## src/design/sqll_pkg.sv

```systemverilog
// ----------------------------------------------------------------------------
// sqll_pkg
// Shared types and constants for the LIKE pattern matcher.
// ----------------------------------------------------------------------------
package sqll_pkg;

  localparam int MAX_PATTERN = 32;
  localparam int NPOS        = MAX_PATTERN + 1;
  localparam int LEN_W       = $clog2(NPOS);
  localparam int LEVELS      = $clog2(NPOS);

  localparam logic [7:0] PCT_CHAR = 8'd37;
  localparam logic [7:0] ONE_CHAR = 8'd95;

  typedef enum logic [1:0] {
    FUNC_CLEAR  = 2'd0,
    FUNC_APPEND = 2'd1,
    FUNC_VALUE  = 2'd2,
    FUNC_END    = 2'd3
  } func_t;

  typedef struct packed {
    func_t      func;
    logic [7:0] ch;
  } item_t;

  typedef struct packed {
    logic matched;
    logic pattern_overflow;
  } result_t;

  // spread set bits upward through runs of pass bits, log-depth prefix
  function automatic logic [NPOS-1:0] close_set(input logic [NPOS-1:0] set_in,
                                                input logic [NPOS-1:0] pass_in);
    logic [NPOS-1:0] g;
    logic [NPOS-1:0] p;
    g = set_in;
    p = pass_in;
    for (int lvl = 0; lvl < LEVELS; lvl++) begin
      g = g | (p & (g << (1 << lvl)));
      p = p & (p << (1 << lvl));
    end
    return g;
  endfunction

endpackage

```

## src/design/sql_like_pattern_match.sv

```systemverilog
// ----------------------------------------------------------------------------
// sql_like_pattern_match
// LIKE matcher: pattern bytes are loaded into a register store, value bytes
// advance a bit-parallel set of active pattern positions.
// ----------------------------------------------------------------------------
// One word is taken each unstalled cycle, whatever its function: each value
// byte advances the active-position vector through one combinational step (a
// per-position byte compare plus a log-depth closure over '%'), so the rate
// is one word per unstalled clock. An end-of-value word's verdict is in the
// result register in the cycle after it is taken; the input stalls only while
// that register holds a result the receiver is stalling. A pattern longer than
// the store sets pattern_overflow and never matches until the next clear.
module sql_like_pattern_match
  import sqll_pkg::*;
(
  input  logic    clk,
  input  logic    rst,
  input  logic    item_valid,
  output logic    item_stall,
  input  item_t   item,
  output logic    result_valid,
  input  logic    result_stall,
  output result_t result
);

  logic [7:0]       store [MAX_PATTERN];
  logic [MAX_PATTERN-1:0] len_mask;
  logic [MAX_PATTERN-1:0] pct_mask;
  logic [MAX_PATTERN-1:0] one_mask;
  logic [LEN_W-1:0] length;
  logic             overflow_flag;
  logic [NPOS-1:0]  active;          // positions before closure

  logic             accept;
  logic [NPOS-1:0]  pass;
  logic [NPOS-1:0]  closed;
  logic [NPOS-1:0]  active_next;
  logic             room;
  logic             hit;

  assign item_stall = result_valid & result_stall;
  assign accept     = item_valid & ~item_stall;
  assign room       = length < LEN_W'(MAX_PATTERN);

  // a '%' at stored position i lets position i+1 join
  assign pass   = {pct_mask & len_mask, 1'b0};
  assign closed = close_set(active, pass);
  assign hit    = closed[length] & ~overflow_flag;

  always_comb begin
    active_next = '0;
    for (int i = 0; i < MAX_PATTERN; i++) begin
      if (closed[i] && len_mask[i]) begin
        if (pct_mask[i]) begin
          active_next[i] = 1'b1;
        end else if (one_mask[i] || store[i] == item.ch) begin
          active_next[i+1] = 1'b1;
        end
      end
    end
  end

  always_ff @(posedge clk) begin
    if (rst) begin
      len_mask      <= '0;
      length        <= '0;
      overflow_flag <= 1'b0;
      active        <= NPOS'(1);
    end else if (accept) begin
      unique case (item.func)
        FUNC_CLEAR: begin
          len_mask      <= '0;
          length        <= '0;
          overflow_flag <= 1'b0;
          active        <= NPOS'(1);
        end
        FUNC_APPEND: begin
          if (room) begin
            for (int i = 0; i < MAX_PATTERN; i++) begin
              if (length == LEN_W'(i)) begin
                len_mask[i] <= 1'b1;
              end
            end
            length <= length + LEN_W'(1);
          end else begin
            overflow_flag <= 1'b1;
          end
          active <= NPOS'(1);
        end
        FUNC_VALUE: begin
          active <= active_next;
        end
        FUNC_END: begin
          active <= NPOS'(1);
        end
        default: begin
          active <= NPOS'(1);
        end
      endcase
    end
  end

  // pattern bytes, written at the current length
  always_ff @(posedge clk) begin
    if (accept && item.func == FUNC_APPEND && room) begin
      for (int i = 0; i < MAX_PATTERN; i++) begin
        if (length == LEN_W'(i)) begin
          store[i]    <= item.ch;
          pct_mask[i] <= item.ch == PCT_CHAR;
          one_mask[i] <= item.ch == ONE_CHAR;
        end
      end
    end
  end

  always_ff @(posedge clk) begin
    if (rst) begin
      result_valid <= 1'b0;
    end else if (accept && item.func == FUNC_END) begin
      result_valid <= 1'b1;
    end else if (!result_stall) begin
      result_valid <= 1'b0;
    end
  end

  always_ff @(posedge clk) begin
    if (accept && item.func == FUNC_END) begin
      result.matched          <= hit;
      result.pattern_overflow <= overflow_flag;
    end
  end

  a_ovf_no_match: assert property (@(posedge clk) disable iff (rst)
    result_valid && result.pattern_overflow |-> !result.matched)
    else $error("match reported with overflowed pattern");

  a_len_bound: assert property (@(posedge clk) disable iff (rst)
    length <= LEN_W'(MAX_PATTERN))
    else $error("pattern length beyond store");

  a_clear: assert property (@(posedge clk) disable iff (rst)
    accept && item.func == FUNC_CLEAR |=> length == '0 && !overflow_flag)
    else $error("clear did not empty the pattern");

  a_end_result: assert property (@(posedge clk) disable iff (rst)
    accept && item.func == FUNC_END |=> result_valid)
    else $error("end of value gave no result");

  a_len_mask: assert property (@(posedge clk) disable iff (rst)
    $countones(len_mask) == int'(length))
    else $error("length mask out of step with length");

endmodule
```

## config.mk

```make
export PLATFORM = sky130hd
export DESIGN_NAME = sql_like_pattern_match
export DESIGN_NICKNAME = d
export VERILOG_FILES = /design/src/design/sqll_pkg.sv /design/src/design/sql_like_pattern_match.sv
export SDC_FILE = /design/constraint.sdc
export NUM_CORES = 1
export LEC_CHECK = 0
export BUFFER_PORTS_ARGS = -buffer_cell sky130_fd_sc_hd__buf_2
export CAP_MARGIN = 10
export CORE_ASPECT_RATIO = 0.7
export CORE_MARGIN = 2
export CORE_UTILIZATION = 40
export CTS_BUF_LIST = sky130_fd_sc_hd__clkbuf_4 sky130_fd_sc_hd__clkbuf_8 sky130_fd_sc_hd__clkbuf_16
export CTS_CLUSTER_DIAMETER = 50
export DETAILED_ROUTE_END_ITERATION = 10
export PLACE_DENSITY = 0.55
export RECOVER_POWER = 25
export SLEW_MARGIN = 20
export SYNTH_ARGS = -nofsm -noshare
export SYNTH_HDL_FRONTEND = slang
export SYNTH_SLANG_ARGS = --single-unit
export TNS_END_PERCENT = 50
```

## constraint.sdc

```tcl
create_clock -name clk -period 3.5 [get_ports clk]
set_input_delay 0.175 -clock clk [delete_from_list [all_inputs] [get_ports clk]]
set_output_delay 0.175 -clock clk [all_outputs]
set_load 0.02 [all_outputs]
```

==> summary.md, run 1 <==
| Metric | Value |
|---|---|
| Die Wd | `between 200 and 300 µm` |
| FF-to-FF Start | `len_mask[18]$_SDFFE_PP0P_` |
| Setup crit end kind | `register` |
| Sequential share of power | `51.0%` |
| Dpl hpwl | `around 29000 µm` |
| R2R depth | `9` |
| Gr usage total | `20.6%` |
| Warnings, synthesis | `0` |
| Hold path startpoint | `item[9]` |
| Vias per inst | `about 5.5` |
| Post-Synth Adder-Cell Area | `less than 1%` |
| Number of global-route vias before repair | `about 11000` |
| Drt total wl | `around 45000 µm` |
| Vias post-DR | `11268` |
| Rows | `between 60 and 70` |
| Starting DRT DRC Count | `between 1000 and 1500` |
| Clock Sinks | `395` |
| Slew Limit Fails | `about 180` |
| Synth Flop Type | `edfxtp_1` |
| Multi-input gate area | `0.00591 mm²` |
| Final period util | `90.4%` |
| Max Cap Viol | `5` |
| Mapped Nets | `roughly 1400` |
| Fmax | `roughly 320 MHz` |
| Total die area | `roughly 0.045 mm²` |
| Overflow after GRT | `0` |
| Compound-Gate Fraction of Synth Area | `9.73%` |
| First-pass GRT wire length | `approximately 70000 µm` |
| Crit path capture | `result[1]$_DFFE_PP_` |
| Mux share of post-synthesis cell area | `0.173%` |
| Clock Tree Root | `clkbuf_16` |
| H-tree Lvls | `2` |
| Largest net degree at the start of global routing | `56` |
| Post-route cell area | `just under 0.02 mm²` |
| Post-synthesis cell type count | `77` |
| Initial Utilization | `40.8%` |
| Synth Register Bits | `395` |
| Rel. slew slack | `-32.2%` |
| Setup slack, reg-to-reg | `between 0.3 and 0.4 ns` |
| Worst skew pair latency | `0.55 ns` |
| Crit path kind | `reg2reg` |
| CTS Buffer Depth | `3` |
| Max VDD drop | `~0.00038 V` |
| Outcome | `finished, violations left` |
| WL/cell | `~22 µm` |
| Ant. Diodes | `0` |
| Pint | `about 0.0078 W` |
| Min-Delay Path Class | `in2reg` |
| TNS Setup | `0 ns` |
| Fillers | `just under 4000` |
| Lkg Pwr | `6.56 nW` |
| Post-route ant nets | `0` |
| Reg2reg end | `result[1]$_DFFE_PP_` |
| Largest family of logic cells by synthesized area | `XOR/XNOR gates` |
| Final min period | `between 3 and 4 ns` |
| Setup bufs post-CTS | `0` |
| Clock group share of total power | `44.7%` |
| Pwr dens | `just over 500 mW/mm²` |
| XOR/XNOR Fraction of Synth Area | `a little over an eighth` |
| Nets | `approximately 1500` |
| Post-synth ARST share | `0%` |
| Mapped Cells | `roughly 1400` |
| DRC Markers | `0` |
| Net Switching | `approximately 0.0022 W` |
| Max Fanout on Critical Path | `4` |
| Clock Skew | `roughly 0.016 ns` |
| CTS buffer count | `42` |
| Sequential fraction of the synthesis area | `roughly 64%` |
| 1st-pass router iterations | `5` |
| Final Hold Fails | `0` |
| CP required | `slightly below 4 ns` |
| Proportion of layout cells with a drive suffix above 1 | `between 10% and 20%` |
| Combinational share of power | `4.3%` |
| Core area | `0.0426 mm²` |
| RSZ-0062 raised after global routing | `no` |
| Input/output buffers | `17` |
| Post-synth top cells | `edfxtp_1 (322), xor2_1 (247), nor2_1 (132)` |
| Sequential Area | `about 0.011 mm²` |
| Crit path DAT | `3.55 ns` |
| Post-synth EDFFs | `~320` |
| Chip Height | `178 µm` |
| Final Core Density | `46.6%` |
| Boundary Pins | `18` |
| Cells taking the most area after synthesis | `edfxtp_1 (56%), xor2_1 (12%), dfxtp_1 (8.4%), nor2_1 (2.9%), a21oi_1 (2.5%)` |
| Reg clk slew, reported paths | `roughly 0.070 ns` |
| Placer Congestion | `0.960` |
| Initial antenna violation count | `1` |
| Count leader, synth | `edfxtp_1` |
| Switch share | `21.7%` |
| TritonCTS clock tree | `yes` |
| Simple-Gate Fraction of Synth Area | `10.6%` |
| Post-synthesis cell area | `around 0.017 mm²` |
| Startpoint types | `register` |
| Worst-Margin Slew | `1.98 ns` |
| Violated checks | `capacitance limit, slew limit` |
| Syn_area_per_cell | `12.5 µm²` |
| Top cell type's share of synthesized area | `55.6%` |
| Post-Place Cell Area | `between 0.015 and 0.02 mm²` |
| Final setup viols | `0` |
| Area Overhead vs Synth | `14.2%` |
| Setup crit start | `len_mask[18]$_SDFFE_PP0P_` |
| Leading area contributor after synthesis | `edfxtp_1` |
[worst max-delay path, stage by stage, from the launching register on]
cell and delay [ns]:
dfxtp_1 0.45, nand4_1 0.21, or4_1 0.53, or4_1 0.42, a31o_1 0.27, a41o_1 0.28, or4_1 0.40, a21oi_1 0.23
a311oi_1 0.08, a21oi_1 0.15
[routing by layer]
layer / GRT usage (%) / routed length (µm) / vias to the layer above
met4: 4.51 / 782 / 2
met1: 33.2 / 23500 / 5520
met3: 5.28 / 3930 / 66
met5: 0 / 8 / -
li1: - / - / 5254
met2: 27.0 / 17100 / 426
[power by group through the flow]
stage               clock network [W]  registers [W]  logic (W)
finish                        0.00446        0.00510   0.000432
global placement                    0        0.00519   0.000433
CTS                           0.00456        0.00509   0.000441
floorplan                           0        0.00519   0.000251
global route                  0.00478        0.00509   0.000474
detailed placement                  0        0.00519   0.000436
[area by class of cell]
class / instances / share of cell area [%]
Multi-Input combinational cell: 903 / 29.8
Inverter: 18 / 0.341
Timing Repair Buffer: 87 / 3.19
Sequential cell: 395 / 56.1
Clock buffer: 57 / 6.31
Clock inverter: 21 / 0.782
Tap cell: 552 / 3.48
[sequential cells by signal (all words and copies together), names as in the netlist]
register       flops
length             6
overflow_flag      1
result_valid       1
pct_mask          32
result             2
active            33
store            256
one_mask          32
len_mask          32
[worst min path at each step]
stage	end	slack [ns]	depth (start not counted)
floorplan	store[0][0]$_DFFE_PP_	0.27	0
global placement	active[2]$_SDFFE_PP0P_	0.44	2
detailed placement	active[2]$_SDFFE_PP0P_	0.45	2
CTS	length[1]$_SDFFE_PP0P_	0.06	3
global route	length[1]$_SDFFE_PP0P_	0.12	3
finish	length[1]$_SDFFE_PP0P_	0.06	3
[kinds of logic after synthesis]
kind of cell | count (synthesis)
xor gates and xnor gates | 259
adders and majority gates | 4
buffers and inverters | 87
DFF | 395
muxes | 3
and+or+nand+nor | 371
AOI/OAI and AO/OA | 266
[placed cells by master, fill, tap and decap left out, types with 12 or more instances in the layout]
master       n
nor4b_1     15
o21ai_0     53
dfxtp_1     73
buf_4       66
a22oi_1     12
clkbuf_16   46
a31oi_1     41
a21oi_1     86
nor2_1     131
inv_1       17
nand3_1     12
xor2_1     247
nor4_1      67
xnor2_1     12
edfxtp_1   322
nand2_1     79
[metrics by stage]
stage	setup WS (ns)	power [W]	hold WS [ns]	cells
floorplan	0.332	0.00544	0.274	1385
CTS	0.368	0.0101	0.0619	2033
finish	0.338	0.00999	0.0642	2033
global route	0.00855	0.0103	0.123	2033
global placement	0.412	0.00563	0.445	1953
detailed placement	0.404	0.00563	0.448	1953
[timing repair]
item / 4_1_cts / 5_1_grt
hold endpoints to repair: 2 / 0
hold buffers: 2 / 0
resized for setup: 0 / 1
setup endpoints to repair: 0 / 1
(Power assumes the default switching activity.)
==> inputs of run 2 (changes only) <==
CORE_MARGIN = 10   (was 2)
==> summary.md, run 2 (synthesis gave the netlist of run 1 again) <==
| Metric | Value |
|---|---|
| Pwr dens | `496 mW/mm² (-1.6%)` |
| Setup crit end kind | `register` |
| Starting DRT DRC Count | `1171 (+0.69%)` |
| Max Cap Viol | `4 (-1)` |
| Slew Limit Fails | `108 (-41%)` |
| Drt total wl | `43300 µm (-4.3%)` |
| Area Overhead vs Synth | `13.8%` |
| TNS Setup | `0 ns (unchanged)` |
| Largest Register | `store` |
| Setup slack, reg-to-reg | `0.31 ns (-0.03 ns)` |
| Die Wd | `269 µm (+6.3%)` |
| FF-to-FF Start | `len_mask[15]$_SDFFE_PP0P_` |
| Clock Tree Root | `clkbuf_16` |
| Net Switching | `0.00215 W (-1.0%)` |
| Vias per inst | `5.45 (-1.6%)` |
| Gr usage total | `16.2% (-4.4 points)` |
| WL/cell | `21.0 µm (-5.5%)` |
| Crit path DAT | `3.58 ns (+0.03 ns)` |
| Input/output buffers | `17 (unchanged)` |
| Lkg Pwr | `6.47 nW (-1.4%)` |
| DRC Markers | `0 (unchanged)` |
| Final setup viols | `0 (unchanged)` |
| Boundary Pins | `18 (unchanged)` |
| Final period util | `91.2% (+0.89 points)` |
| Clock Skew | `0.0196 ns (+0.00393 ns)` |
| Crit path kind | `reg2reg` |
| CTS resizes | `0 (unchanged)` |
| First-pass GRT wire length | `67500 µm (-3.1%)` |
| Final min period | `3.19 ns (+0.0310 ns)` |
| CP required | `3.88 ns (about the same)` |
| Sequential share of power | `52.0% (+1.0 points)` |
| Reg clk slew, reported paths | `0.06 ns (about the same)` |
| Worst-Margin Slew | `2.04 ns (+0.0592 ns)` |
| Hold path startpoint | `item[9]` |
| Post-route ant nets | `0 (unchanged)` |
| CP Cell Sequence | `nand4_1 > or3_1 > or4_4 > a2111oi_4 > o31ai_1 > a211o_1 > a221oi_1 > o22ai_1 > a21oi_1` |
| Switch share | `21.9% (+0.18 points)` |
| Ant. Diodes | `0 (unchanged)` |
| Proportion of layout cells with a drive suffix above 1 | `10.8% (-1.0 points)` |
| Placer Congestion | `0.959 (-0.15%)` |
| # placed instances | `1981 (+1.4%)` |
| Nets | `1458 (-0.48%)` |
| 1st-pass router iterations | `6 (+1)` |
| Worst hold stages | `3 (unchanged)` |
| CTS buffer count | `41 (-2.4%)` |
| RSZ-0062 raised after global routing | `no` |
| Commonest non-fill, non-tap cell in the layout | `edfxtp_1` |
| Fmax | `313 MHz (-0.97%)` |
| Initial antenna violation count | `0 (-1)` |
| Startpoint types | `register` |
| Worst skew pair latency | `0.55 ns (about the same)` |
| Largest net degree at the start of global routing | `61 (+8.9%)` |
| TritonCTS clock tree | `yes` |
| Crit path largest cell delay | `0.47 ns (-0.06 ns)` |
| Dpl hpwl | `28000 µm (-4.2%)` |
| Min-Delay Path Class | `in2reg` |
| Vias post-DR | `11220 (-0.43%)` |
| Clock Sinks | `395 (unchanged)` |
| Violated checks | `capacitance limit, slew limit` |
| Setup bufs post-CTS | `0 (unchanged)` |
| Finished Layout Cells | `2058 (+1.2%)` |
| Combinational share of power | `4.4% (about the same)` |
| Core area | `0.0426 mm² (+0.19%)` |
| Initial Utilization | `40.8% (-0.075 points)` |
| Max Fanout on Critical Path | `6 (+2)` |
| Pint | `0.00766 W (-2.1%)` |
| H-tree Lvls | `2 (unchanged)` |
| Max VDD drop | `0.000397 V (+3.8%)` |
| Rel. slew slack | `-36.1% (-3.9 points)` |
| Clock group share of total power | `43.7% (-1.0 points)` |
| Chip Height | `194 µm (+9.0%)` |
| Final Power | `0.00981 W (-1.8%)` |
| Most frequent cells in the layout | `edfxtp_1 (322), xor2_1 (247), nor2_1 (131)` |
| Rows | `63 (unchanged)` |
| Max reg flops | `256 (unchanged)` |
| Outcome | `finished, violations left` |
| Final Hold Fails | `0 (unchanged)` |
| Number of global-route vias before repair | `10910 (+0.43%)` |
| R2R depth | `9 (unchanged)` |
| Crit-path slowest cell | `or4_4` |
| Setup crit start | `len_mask[15]$_SDFFE_PP0P_` |
| Largest registers | `store: 256 flops, active: 33 flops` |
| Total die area | `0.0523 mm² (+16%)` |
| Overflow after GRT | `0 (unchanged)` |
| CTS Buffer Depth | `3 (unchanged)` |
| Hold-fix buffers, CTS | `1 (-1)` |
[run 2: through the flow]
step | util, % | area (µm²) | worst slack [ns] | hold slack, ns
5_1_grt | 46.4 | 19800 | 0.0381 | 0.0232
4_1_cts | 46.5 | 19800 | 0.340 | 0.0126
3_5_place_dp | 43.3 | 18500 | 0.377 | 0.467
6_report | 46.4 | 19800 | 0.307 | 0.0292
3_3_place_gp | 43.3 | 18500 | 0.434 | 0.447
2_1_floorplan | - | 17400 | 0.332 | 0.274
[run 2: layout make-up]
| class | instances | area [µm²] |
|---|---|---|
| Fill cell | 3818 | 22900 |
| Sequential cell | 395 | 11100 |
| Multi-Input combinational cell | 903 | 5910 |
| Clock buffer | 54 | 1170 |
| Tap cell | 585 | 732 |
| Timing Repair Buffer | 81 | 621 |
| Clock inverter | 22 | 154 |
| Inverter | 18 | 67.6 |
[run 2: routing by layer]
layer | track usage [%] | wire (µm)
met2 | 21.6 | 16900
met4 | 3.64 | 643
met5 | 0 | 0
met1 | 25.6 | 22200
met3 | 3.70 | 3510
[run 2: worst paths after layout]
check,to
setup / recovery,result[1]$_DFFE_PP_
hold / removal,length[1]$_SDFFE_PP0P_
setup reg to reg,result[1]$_DFFE_PP_
hold reg to reg,active[2]$_SDFFE_PP0P_
[run 2: worst max-delay path, delay by kind of cell (launching register included)]
family	cells	cell delay [ns]
simple gates	3	1.10
flops	1	0.43
compound gates	6	1.50
[run 2: power groups by stage]
stage / combinational (W) / clock, W / sequential (W)
6_report: 0.000429 / 0.00428 / 0.00510
2_1_floorplan: 0.000251 / 0 / 0.00519
3_5_place_dp: 0.000434 / 0 / 0.00519
4_1_cts: 0.000437 / 0.00437 / 0.00509
5_1_grt: 0.000474 / 0.00458 / 0.00509
3_3_place_gp: 0.000432 / 0 / 0.00519
